<file path="src/rtl/core/gtpe_pkg.sv">
// Shared types and codes for the emulated generic-timer physical comparator.
// No dependencies; imported by the top level, the input and result stages and the timer.
`default_nettype none

package gtpe_pkg;

  // Operation codes
  localparam logic [1:0] OpTick  = 2'd0;
  localparam logic [1:0] OpRead  = 2'd1;
  localparam logic [1:0] OpWrite = 2'd2;

  // Register selects
  localparam logic [1:0] RegCtl  = 2'd0;
  localparam logic [1:0] RegCval = 2'd1;
  localparam logic [1:0] RegTval = 2'd2;

  // CTL bit positions
  localparam int unsigned CtlEnable  = 0;
  localparam int unsigned CtlImask   = 1;
  localparam int unsigned CtlIstatus = 2;
  localparam int unsigned CtlWidth   = 3;

  localparam int unsigned TvalWidth  = 32;

  typedef struct packed {
    logic [1:0]  operation;
    logic [1:0]  register_select;
    logic [63:0] write_data;
  } item_t;

  typedef struct packed {
    logic [63:0] read_data;
    logic        irq_pulse;
  } result_t;

endpackage

`default_nettype wire

</file>
<file path="src/rtl/core/generic_timer_physical_emulation.sv">
// Top level of the emulated generic-timer physical comparator.
// Depends on gtpe_pkg, gtpe_in_stage, gtpe_timer and gtpe_out_stage.
//
// Usage:
//   Input channel (in_valid_i / in_stall_o) carries one word per item:
//   operation_i (tick, read, write), register_select_i (CTL, CVAL, TVAL)
//   and write_data_i. A word is taken on a clock edge with valid high and
//   stall low.
//   Output channel (out_valid_o / out_stall_i) returns exactly one result
//   word per item: read_data_o and irq_pulse_o.
//   Config channel (cfg_valid_i / cfg_ready_o) writes counter_offset;
//   cfg_ready_o is always high. Write it only while no item is in flight.
// Path: an item goes from the input register through the timer datapath
//   into the result register, where its result word is held until the
//   receiver takes it.
// Throughput: one item per cycle while the result side does not stall; all
//   work for an item is one pass of the datapath between the two registers,
//   its longest path being the 64-bit increment-and-compare used for expiry.
// Reset: counter, guest time, CTL, CVAL and the arm flag clear to zero,
//   offset zero; both channels empty.
// Stall: a stalled result holds; the input register still takes a word,
//   then in_stall_o rises until the result register frees up.
`default_nettype none

module generic_timer_physical_emulation (
  input  logic        clk_i,
  input  logic        rst_ni,
  // item channel
  input  logic        in_valid_i,
  output logic        in_stall_o,
  input  logic [1:0]  operation_i,
  input  logic [1:0]  register_select_i,
  input  logic [63:0] write_data_i,
  // result channel
  output logic        out_valid_o,
  input  logic        out_stall_i,
  output logic [63:0] read_data_o,
  output logic        irq_pulse_o,
  // offset register write
  input  logic        cfg_valid_i,
  output logic        cfg_ready_o,
  input  logic [63:0] cfg_data_i
);
  import gtpe_pkg::*;

  item_t   in_word;
  item_t   held_word;
  logic    held_valid;
  logic    room;
  logic    fire;
  result_t calc_res;
  result_t out_res;

  assign in_word.operation       = operation_i;
  assign in_word.register_select = register_select_i;
  assign in_word.write_data      = write_data_i;

  // the held item goes through the datapath once the result slot is free
  assign fire        = held_valid && room;
  assign cfg_ready_o = 1'b1;

  gtpe_in_stage u_in (
    .clk_i      (clk_i),
    .rst_ni     (rst_ni),
    .in_valid_i (in_valid_i),
    .in_stall_o (in_stall_o),
    .item_i     (in_word),
    .take_i     (fire),
    .valid_o    (held_valid),
    .item_o     (held_word)
  );

  gtpe_timer u_timer (
    .clk_i      (clk_i),
    .rst_ni     (rst_ni),
    .fire_i     (fire),
    .item_i     (held_word),
    .cfg_we_i   (cfg_valid_i && cfg_ready_o),
    .cfg_data_i (cfg_data_i),
    .result_o   (calc_res)
  );

  gtpe_out_stage u_out (
    .clk_i       (clk_i),
    .rst_ni      (rst_ni),
    .load_i      (fire),
    .result_i    (calc_res),
    .room_o      (room),
    .out_valid_o (out_valid_o),
    .out_stall_i (out_stall_i),
    .result_o    (out_res)
  );

  assign read_data_o = out_res.read_data;
  assign irq_pulse_o = out_res.irq_pulse;

endmodule

`default_nettype wire

</file>
<file path="src/rtl/core/gtpe_in_stage.sv">
// Input register stage: captures one word and holds it until the datapath fires.
// Depends on gtpe_pkg.
`default_nettype none

module gtpe_in_stage (
  input  logic           clk_i,
  input  logic           rst_ni,
  input  logic           in_valid_i,
  output logic           in_stall_o,
  input  gtpe_pkg::item_t item_i,
  input  logic           take_i,
  output logic           valid_o,
  output gtpe_pkg::item_t item_o
);
  import gtpe_pkg::*;

  logic  valid_q, valid_d;
  item_t item_q;

  // held word blocks the port unless it leaves this cycle
  assign in_stall_o = valid_q && !take_i;

  always_comb begin
    valid_d = valid_q;
    if (take_i) valid_d = 1'b0;
    if (in_valid_i && !in_stall_o) valid_d = 1'b1;
  end

  always_ff @(posedge clk_i or negedge rst_ni) begin
    if (!rst_ni) begin
      valid_q <= 1'b0;
    end else begin
      valid_q <= valid_d;
    end
  end

  always_ff @(posedge clk_i) begin
    if (in_valid_i && !in_stall_o) begin
      item_q <= item_i;
    end
  end

  assign valid_o = valid_q;
  assign item_o  = item_q;

endmodule

`default_nettype wire

</file>
<file path="src/rtl/core/gtpe_timer.sv">
// Timer state and single-pass datapath: counter, guest time, CTL, CVAL, arm flag.
// Depends on gtpe_pkg.
`default_nettype none

module gtpe_timer (
  input  logic             clk_i,
  input  logic             rst_ni,
  input  logic             fire_i,
  input  gtpe_pkg::item_t  item_i,
  input  logic             cfg_we_i,
  input  logic [63:0]      cfg_data_i,
  output gtpe_pkg::result_t result_o
);
  import gtpe_pkg::*;

  logic [63:0]         tick_q, tick_d;
  logic [63:0]         guest_q, guest_d;   // tick minus offset, kept current
  logic [CtlWidth-1:0] ctl_q, ctl_d;
  logic [63:0]         cval_q, cval_d;
  logic                armed_q, armed_d;

  logic [63:0]           guest_inc;
  logic                  expire;
  logic [CtlWidth-1:0]   ctl_wr;
  logic [TvalWidth-1:0]  tval_rd;
  result_t               res;

  assign guest_inc = guest_q + 64'd1;
  assign expire    = armed_q && (guest_inc >= cval_q);
  assign tval_rd   = cval_q[TvalWidth-1:0] - guest_q[TvalWidth-1:0];

  always_comb begin
    ctl_wr             = item_i.write_data[CtlWidth-1:0];
    ctl_wr[CtlIstatus] = ctl_wr[CtlEnable] & ctl_q[CtlIstatus];
  end

  always_comb begin
    tick_d        = tick_q;
    guest_d       = guest_q;
    ctl_d         = ctl_q;
    cval_d        = cval_q;
    armed_d       = armed_q;
    res.read_data = 64'd0;
    res.irq_pulse = 1'b0;

    unique case (item_i.operation)
      OpTick: begin
        tick_d  = tick_q + 64'd1;
        guest_d = guest_inc;
        if (expire) begin
          ctl_d[CtlIstatus] = 1'b1;
          cval_d            = 64'd0;
          armed_d           = 1'b0;
          res.irq_pulse     = !ctl_q[CtlImask];
        end
      end
      OpRead: begin
        unique case (item_i.register_select)
          RegCtl:  res.read_data = {{(64-CtlWidth){1'b0}}, ctl_q};
          RegCval: res.read_data = cval_q;
          RegTval: res.read_data = {{(64-TvalWidth){1'b0}}, tval_rd};
          default: res.read_data = 64'd0;
        endcase
      end
      OpWrite: begin
        unique case (item_i.register_select) inside
          RegCtl: begin
            ctl_d   = ctl_wr;
            armed_d = ctl_wr[CtlEnable] && (cval_q != 64'd0);
          end
          RegCval, RegTval: begin
            cval_d = (item_i.register_select == RegCval) ? item_i.write_data
                                                         : guest_q + item_i.write_data;
            if (ctl_q[CtlEnable]) begin
              ctl_d[CtlIstatus] = 1'b0;
              armed_d           = 1'b1;
            end
          end
          default: ;
        endcase
      end
      default: ;
    endcase
  end

  assign result_o = res;

  always_ff @(posedge clk_i or negedge rst_ni) begin
    if (!rst_ni) begin
      tick_q  <= 64'd0;
      guest_q <= 64'd0;
      ctl_q   <= '0;
      cval_q  <= 64'd0;
      armed_q <= 1'b0;
    end else if (fire_i) begin
      tick_q  <= tick_d;
      guest_q <= guest_d;
      ctl_q   <= ctl_d;
      cval_q  <= cval_d;
      armed_q <= armed_d;
    end else if (cfg_we_i) begin
      // offset lands only if no item fires; rebase guest time on the count
      guest_q <= tick_q - cfg_data_i;
    end
  end

endmodule

`default_nettype wire

</file>
<file path="src/rtl/core/gtpe_out_stage.sv">
// Result register: holds one result word until the receiver takes it.
// Depends on gtpe_pkg.
`default_nettype none

module gtpe_out_stage (
  input  logic              clk_i,
  input  logic              rst_ni,
  input  logic              load_i,
  input  gtpe_pkg::result_t result_i,
  output logic              room_o,
  output logic              out_valid_o,
  input  logic              out_stall_i,
  output gtpe_pkg::result_t result_o
);
  import gtpe_pkg::*;

  logic    valid_q, valid_d;
  result_t res_q;

  assign room_o = !valid_q || !out_stall_i;

  always_comb begin
    valid_d = valid_q;
    if (valid_q && !out_stall_i) valid_d = 1'b0;
    if (load_i) valid_d = 1'b1;
  end

  always_ff @(posedge clk_i or negedge rst_ni) begin
    if (!rst_ni) begin
      valid_q <= 1'b0;
    end else begin
      valid_q <= valid_d;
    end
  end

  always_ff @(posedge clk_i) begin
    if (load_i) begin
      res_q <= result_i;
    end
  end

  assign out_valid_o = valid_q;
  assign result_o    = res_q;

endmodule

`default_nettype wire

</file>
<file path="config.mk">
export PLATFORM = sky130hd
export DESIGN_NAME = generic_timer_physical_emulation
export DESIGN_NICKNAME = d
export VERILOG_FILES = /design/src/rtl/core/gtpe_pkg.sv /design/src/rtl/core/generic_timer_physical_emulation.sv /design/src/rtl/core/gtpe_in_stage.sv /design/src/rtl/core/gtpe_timer.sv /design/src/rtl/core/gtpe_out_stage.sv
export SDC_FILE = /design/constraint.sdc
export NUM_CORES = 1
export LEC_CHECK = 0
export BUFFER_PORTS_ARGS = -buffer_cell sky130_fd_sc_hd__buf_2
export CAP_MARGIN = 20
export CORE_MARGIN = 2
export CORE_UTILIZATION = 50
export DETAILED_ROUTE_END_ITERATION = 10
export HOLD_SLACK_MARGIN = 0.12
export PLACE_DENSITY = 0.82
export SLEW_MARGIN = 20
export SYNTH_ARGS = -nofsm -noshare
export SYNTH_HDL_FRONTEND = slang
export SYNTH_SLANG_ARGS = --single-unit
</file>
<file path="constraint.sdc">
create_clock -name clk_i -period 4 [get_ports clk_i]
set_input_delay 0.2 -clock clk_i [delete_from_list [all_inputs] [get_ports clk_i]]
set_output_delay 0.2 -clock clk_i [all_outputs]
set_load 0.01 [all_outputs]
</file>
Word level (Yosys, flattened, before mapping)

Index checks and enable logic that the tools add are counted.

Bits in registers: 331
Input port bits: 137
Output and inout bits: 68

$add $sub $neg: 5
Magnitude comparators: 1
Equal/unequal tests: 9
Mux-type cells: 20
Bitwise gates (word level): 1
Reduce and logical (&&, ||, !) cells: 26

Operators by type and width:

| operator                                                                | count |
|---|---|
| 64-bit 2-to-1 mux                                                       | 6 |
| 64-bit one-hot mux with 3 select lines                                  | 1 |
| 64-bit by 1-bit adder with 64-bit output, second input constant         | 2 |
| 64-bit one-hot mux with 2 select lines                                  | 1 |
| 64-bit adder                                                            | 1 |
| 64-bit >= comparator                                                    | 1 |
| 64-bit nonzero test                                                     | 1 |
| 64-bit subtractor                                                       | 1 |
| 32-bit subtractor                                                       | 1 |
| 1-bit 2-to-1 mux                                                        | 8 |
| 1-bit one-hot mux with 2 select lines                                   | 4 |
| 2-bit nonzero test                                                      | 4 |
| 1-bit logical AND                                                       | 6 |
| 3-bit by 2-bit inequality test with 1-bit output, second input constant | 2 |
| 2-bit AND reduction                                                     | 3 |
| 1-bit logical NOT                                                       | 5 |
| 5-bit AND reduction                                                     | 1 |
| 2-bit by 1-bit == test with 1-bit output, second input constant         | 2 |
| 2-bit == test, second input constant                                    | 2 |
| 2-bit logical NOT                                                       | 2 |
| 2-bit by 1-bit inequality test with 1-bit output, second input constant | 2 |
| 4-bit AND reduction                                                     | 1 |
| 3-bit AND reduction                                                     | 1 |
| 2-bit inequality test, second input constant                            | 1 |
| other kinds (3)                                                         | 3 |

Depth between registers and ports, before layout

Depth after elaboration: 8
Gate-level depth with buffers: 23

Modules after synthesis

A second synthesis with hierarchy kept.

Cells, all modules: 3090
Area, all modules: 26474.1 sq um

Modules (own cells, without submodules):

| module                           | times used | cells an instance | area an instance (sq um) |
|---|---|---|---|
| gtpe_timer                       | 1          | 2946              | 22369.0 |
| gtpe_in_stage                    | 1          | 73                | 2099.5 |
| gtpe_out_stage                   | 1          | 68                | 1988.2 |
| generic_timer_physical_emulation | 1          | 3                 | 17.5 |

Least setup slack after synthesis

No wires, ideal clock.

Kind: reg-to-reg
From: reg u_timer.guest_q[0]
To: reg u_timer.cval_q[55]
Arrival: 4163 ps
Setup slack: -301 ps
Cell stages (with the launch flop): 22
Buffers on the path: 1
Period minus slack after synthesis: 4301 ps
Cells stage by stage: dfrtp_1 -> ha_1 -> nand3_1 -> nor2_1 -> nand2_1 -> nor2_1 -> nand4_2 -> nor3_2 -> nand2_1 -> xnor2_1 -> ha_1 -> nand4_1 -> nor2_1 -> nand3_1 -> nor4_1 -> and2_1 -> a32o_1 -> mux2_2 -> nand2_1 -> buf_2 -> a222oi_1 -> o21ai_0

Word-level cells in the longest chain between the ends: 5

Ends and longest elaborated chain:

| item                                                              | line              | RTL |
|---|---|---|
| from (decl)                                                       | gtpe_timer.sv:17  | `logic [63:0] guest_q, guest_d;` |
| from (signal assigned)                                            | gtpe_timer.sv:97  | `guest_q <= guest_d;` |
| from (signal assigned)                                            | gtpe_timer.sv:103 | `guest_q <= tick_q - cfg_data_i;` |
| 64-bit by 1-bit adder with 64-bit output                          | gtpe_timer.sv:28  | `assign guest_inc = guest_q + 64'd1;` |
| 64-bit >= comparator                                              | gtpe_timer.sv:29  | `assign expire = armed_q && (guest_inc >= cval_q);` |
| 1-bit logical AND                                                 | gtpe_timer.sv:29  |  |
| 2-bit by 1-bit inequality test with 1-bit output (no source line) | n/a               |  |
| 4-bit AND reduction (no source line)                              | n/a               |  |
| to (signal assigned)                                              | gtpe_timer.sv:99  | `cval_q <= cval_d;` |
| to (decl)                                                         | gtpe_timer.sv:19  | `logic [63:0] cval_q, cval_d;` |

Parallel ways exist; a longest one is shown, timed or not. The select of a mux whose other input is x is not followed.
A chain may end at the register's enable or synchronous reset.

Final worst setup path

From: reg u_timer.guest_q[5]
To: reg u_timer.cval_q[20]

Same word-level chain as after synthesis.

==> qor.yml <==
status:
  status: "finished with violations"
  violations: "setup timing"
final_layout:
  final_common_cell: "a21oi_1"
  fin_nets: 3828
  design_area_mm2: 0.0318
  layout_common_cells: "a21oi_1 (297), nand2_1 (281), ha_1 (225)"
  syn2layout_area_growth_pct: 23.2
  antenna_cells: 0
  drive_gt1_share_pct: 17.5
  fillCellCount: 4266
hold_path:
  hp-class: "in2reg"
synth:
  synthXorXnorAreaFrac_pct: 8.96
  netlist_area_mm2: 0.0258
  synth_compound_area_share_pct: 21.6
  synth_cell_types: 84
  yosysTopAreaCell: "dfrtp_1"
  ys_async_sr_fraction_pct: 59.8
  netlist_instances: 3031
  synth_edf_count: 133
  synth.area.mux_share_pct: 0.722
  yosysSeqAreaShare_pct: 34.7
  synth_ff_type: "dfrtp_1"
  synthTopCellsByArea: "dfrtp_1 (19%), edfxtp_1 (15%), ha_1 (11%), xnor2_1 (6.0%), a21oi_1 (5.8%)"
  yosysTopAreaCellShare_pct: 19.2
  syn_avg_cell_area_um2: 8.51
  ys_ff_latch: 331
  yosysWarningCount: 0
  synthAdderAreaFrac_pct: 11.2
  synth_top_family_by_area: "compound AO/OA/AOI/OAI gates"
  synth-simple-area-share_pct: 17.7
  syn-num-nets: 3398
global_routing:
  grt_util_met1_pct: 36.3
  first_global_vias: 24100
  grtUsageMet3_pct: 6.40
  grt_pass1_wl_mm: 132
  antenna_found_initial: 0
  busiest_layer: "met2"
  grt_max_degree: 113
  overflow: 0
  grt_usage_pct: 31.5
  grt_use_met2_pct: 53.3
route:
  vias_per_cell: 6.16
  routed_wl_mm: 87.9
  drt_iter0_markers: 2451
  num_vias: 25700
  wire_per_inst_um: 21.1
  ant_nets: 0
  firstDrtPassIters: 6
  drc: 0
timing:
  fin_crit_sh_pct: 109
  fmax_ghz: 0.230
  finalSetupViolCount: 67
  worst_pin_slew_ns: 1.19
  hold_viol_final: 0
  hold_ws_ns: 0.175
  skew_ns: 0.0410
  grt_setup_unrepaired: "yes"
  timing.setup.tns_ns: -17.57
  setup_ws_ns: -0.345
  max-slew-margin-rel_pct: 20.9
  drv_slew: 0
  min_period_ns: 4.35
power:
  power_mw: 16.4
  p_comb_share_pct: 45.7
  p_clk_share_pct: 24.4
  leakagePower_nw: 14.3
  p_int_mw: 9.63
  p_per_area_mw_per_mm2: 515
  seqPwrFrac_pct: 29.9
  ir_drop_uv: 290
  p_sw_share_pct: 41.3
  p_switching_mw: 6.77
setup_path:
  critPathMaxFanout: 7
  path_class: "reg2reg"
  path_cells: "nand4_1 -> buf_6 -> nor2_4 -> nand2_4 -> nor2_4 -> buf_4 -> buf_6 -> buf_4 -> and3_4 -> nand3_2 -> xnor2_2 -> ha_1 -> a21oi_2 -> nor2b_1 -> o21ai_1 -> nand2b_1 -> a211oi_2 -> o211ai_1 -> a32o_2 -> mux2_4 -> nand2_8 -> buf_6 -> clkbuf_16 -> o31ai_1"
  crit_slowest_cell: "dfrtp_1"
  path_buf_inv: 6
  crit_top_cell: "buf_6"
  crit_family: "simple AND/OR/NAND/NOR gates"
  start_kind: "flop"
  slowest_delay_ns: 0.35
  critPathCaptureType: "flop"
  cp.arrival_ns: 4.78
  cp_data_required_time_ns: 4.44
place:
  io_buffers: 203
  hpwl_mm: 63.8
  place_area_mm2: 0.0287
  post-place-ws_ns: -0.236
  gp_congestion: 1.02
die:
  core-area_mm2: 0.0512
  die_area_mm2: 0.0534
  die_x_um: 231
  start_util_pct: 50.4
  pin_count: 205
  die_h_um: 231
  core.rowCount: 83
clock_tree:
  insertion_delay_ns: 0.61
  cts-root-buf: "clkbuf_16"
  numClockSinks: 331
  cts_max_path_buffers: 3
  cts_tree: "done"
  h-tree-depth: 2
  cts_buffers: 41
  clkTransAtPathRegs_ns: 0.07
run:
  max_cap_violations: 0
==> tightest hold or removal path, cell delays in order <==
cell and delay, ns:
buf_2 0.09, inv_1 0.06, ha_1 0.14, a21oi_1 0.05, o22ai_1 0.12, nor3_1 0.07
==> kinds of logic after synthesis <==
logic type,count (synthesis)
simple gates,953
mux,18
other cells,1
fa+ha+maj,230
buf+inv,345
flops,331
xor+xnor,264
compound gates,889
==> layer usage <==
metal	vias up	routed length (um)
met2	1439	41300
li1	11800	-
met5	-	46
met3	390	7760
met4	2	6430
met1	12100	32400
==> path summary, 6_finish.rpt <==
check,slack [ns],depth (start not counted),startpoint,end
worst max-delay path,-0.35,24,u_timer.guest_q[5]$_DFFE_PN0P_,u_timer.cval_q[20]$_DFFE_PN0P_
worst min-delay path,0.17,6,cfg_data_i[62],u_timer.guest_q[63]$_DFFE_PN0P_
worst max register to register,-0.35,24,u_timer.guest_q[5]$_DFFE_PN0P_,u_timer.cval_q[20]$_DFFE_PN0P_
worst min register to register,0.49,1,u_timer.tick_q[41]$_DFFE_PN0P_,u_timer.tick_q[41]$_DFFE_PN0P_
max in group asynchronous,2.55,3,rst_ni,u_timer.tick_q[12]$_DFFE_PN0P_
min in group asynchronous,0.29,2,rst_ni,u_timer.tick_q[52]$_DFFE_PN0P_
==> repair_timing <==
| item | in CTS | in global routing |
|---|---|---|
| setup endpoints to repair | 65 | 70 |
| hold buffers | 75 | 0 |
| buffers inserted | 35 | 14 |
| pin swaps | 28 | 51 |
| gates cloned | 6 | 3 |
| endpoints found under the hold margin | 182 | 0 |
| resized for setup | 52 | 55 |
==> power by group through the flow <==
stage / logic (mW) / clock network, mW / registers, mW
6_report: 7.49 / 4.00 / 4.90
3_5_place_dp: 6.79 / 0 / 4.87
2_1_floorplan: 4.53 / 0 / 4.67
4_1_cts: 7.10 / 4.00 / 4.81
5_1_grt: 8.10 / 4.16 / 4.88
3_3_place_gp: 6.66 / 0 / 4.86
==> per-stage QoR <==
| stage | util, % | instances |
|---|---|---|
| floorplan | - | 3031 |
| global placement | 56.0 | 3968 |
| detailed placement | 56.0 | 3968 |
| CTS | 61.4 | 4158 |
| global route | 62.1 | 4172 |
| finish | 62.1 | 4172 |
==> cell type report <==
type                    count  area, um^2  share of cell area (%)
repair buffers            513        3790                    11.9
clock buffers              53        1130                    3.56
multi-input cells        2355       16000                    50.2
well taps                 680         851                    2.68
inverters                 219         825                    2.59
flip-flops and latches    331        8950                    28.1
clock inverters            21         280                   0.881
==> cells in the mapped netlist (17+ instances only) <==
cell type,instances
a211oi_1,22
a21o_1,88
a21oi_1,300
a22oi_1,40
a31oi_1,22
and2_1,43
and3_1,21
clkbuf_1,105
dfrtp_1,198
edfxtp_1,133
ha_1,227
inv_1,217
nand2_1,287
nand2b_1,25
nand3_1,108
nand4_1,82
nor2_1,225
nor3_1,59
nor4_1,35
o211ai_1,17
o21a_1,21
o21ai_0,189
o21bai_1,35
o22ai_1,20
o31ai_1,30
xnor2_1,178
xor2_1,86
==> sequential cells by signal (all words and copies together) (netlist names), 3 cells and up <==
register and count:
u_in.item_o 68, u_out.result_o 65, u_timer.cval_q 64, u_timer.guest_q 64
u_timer.tick_q 64, u_timer.ctl_q 3
Note: power is estimated with default switching activity, not from simulation.
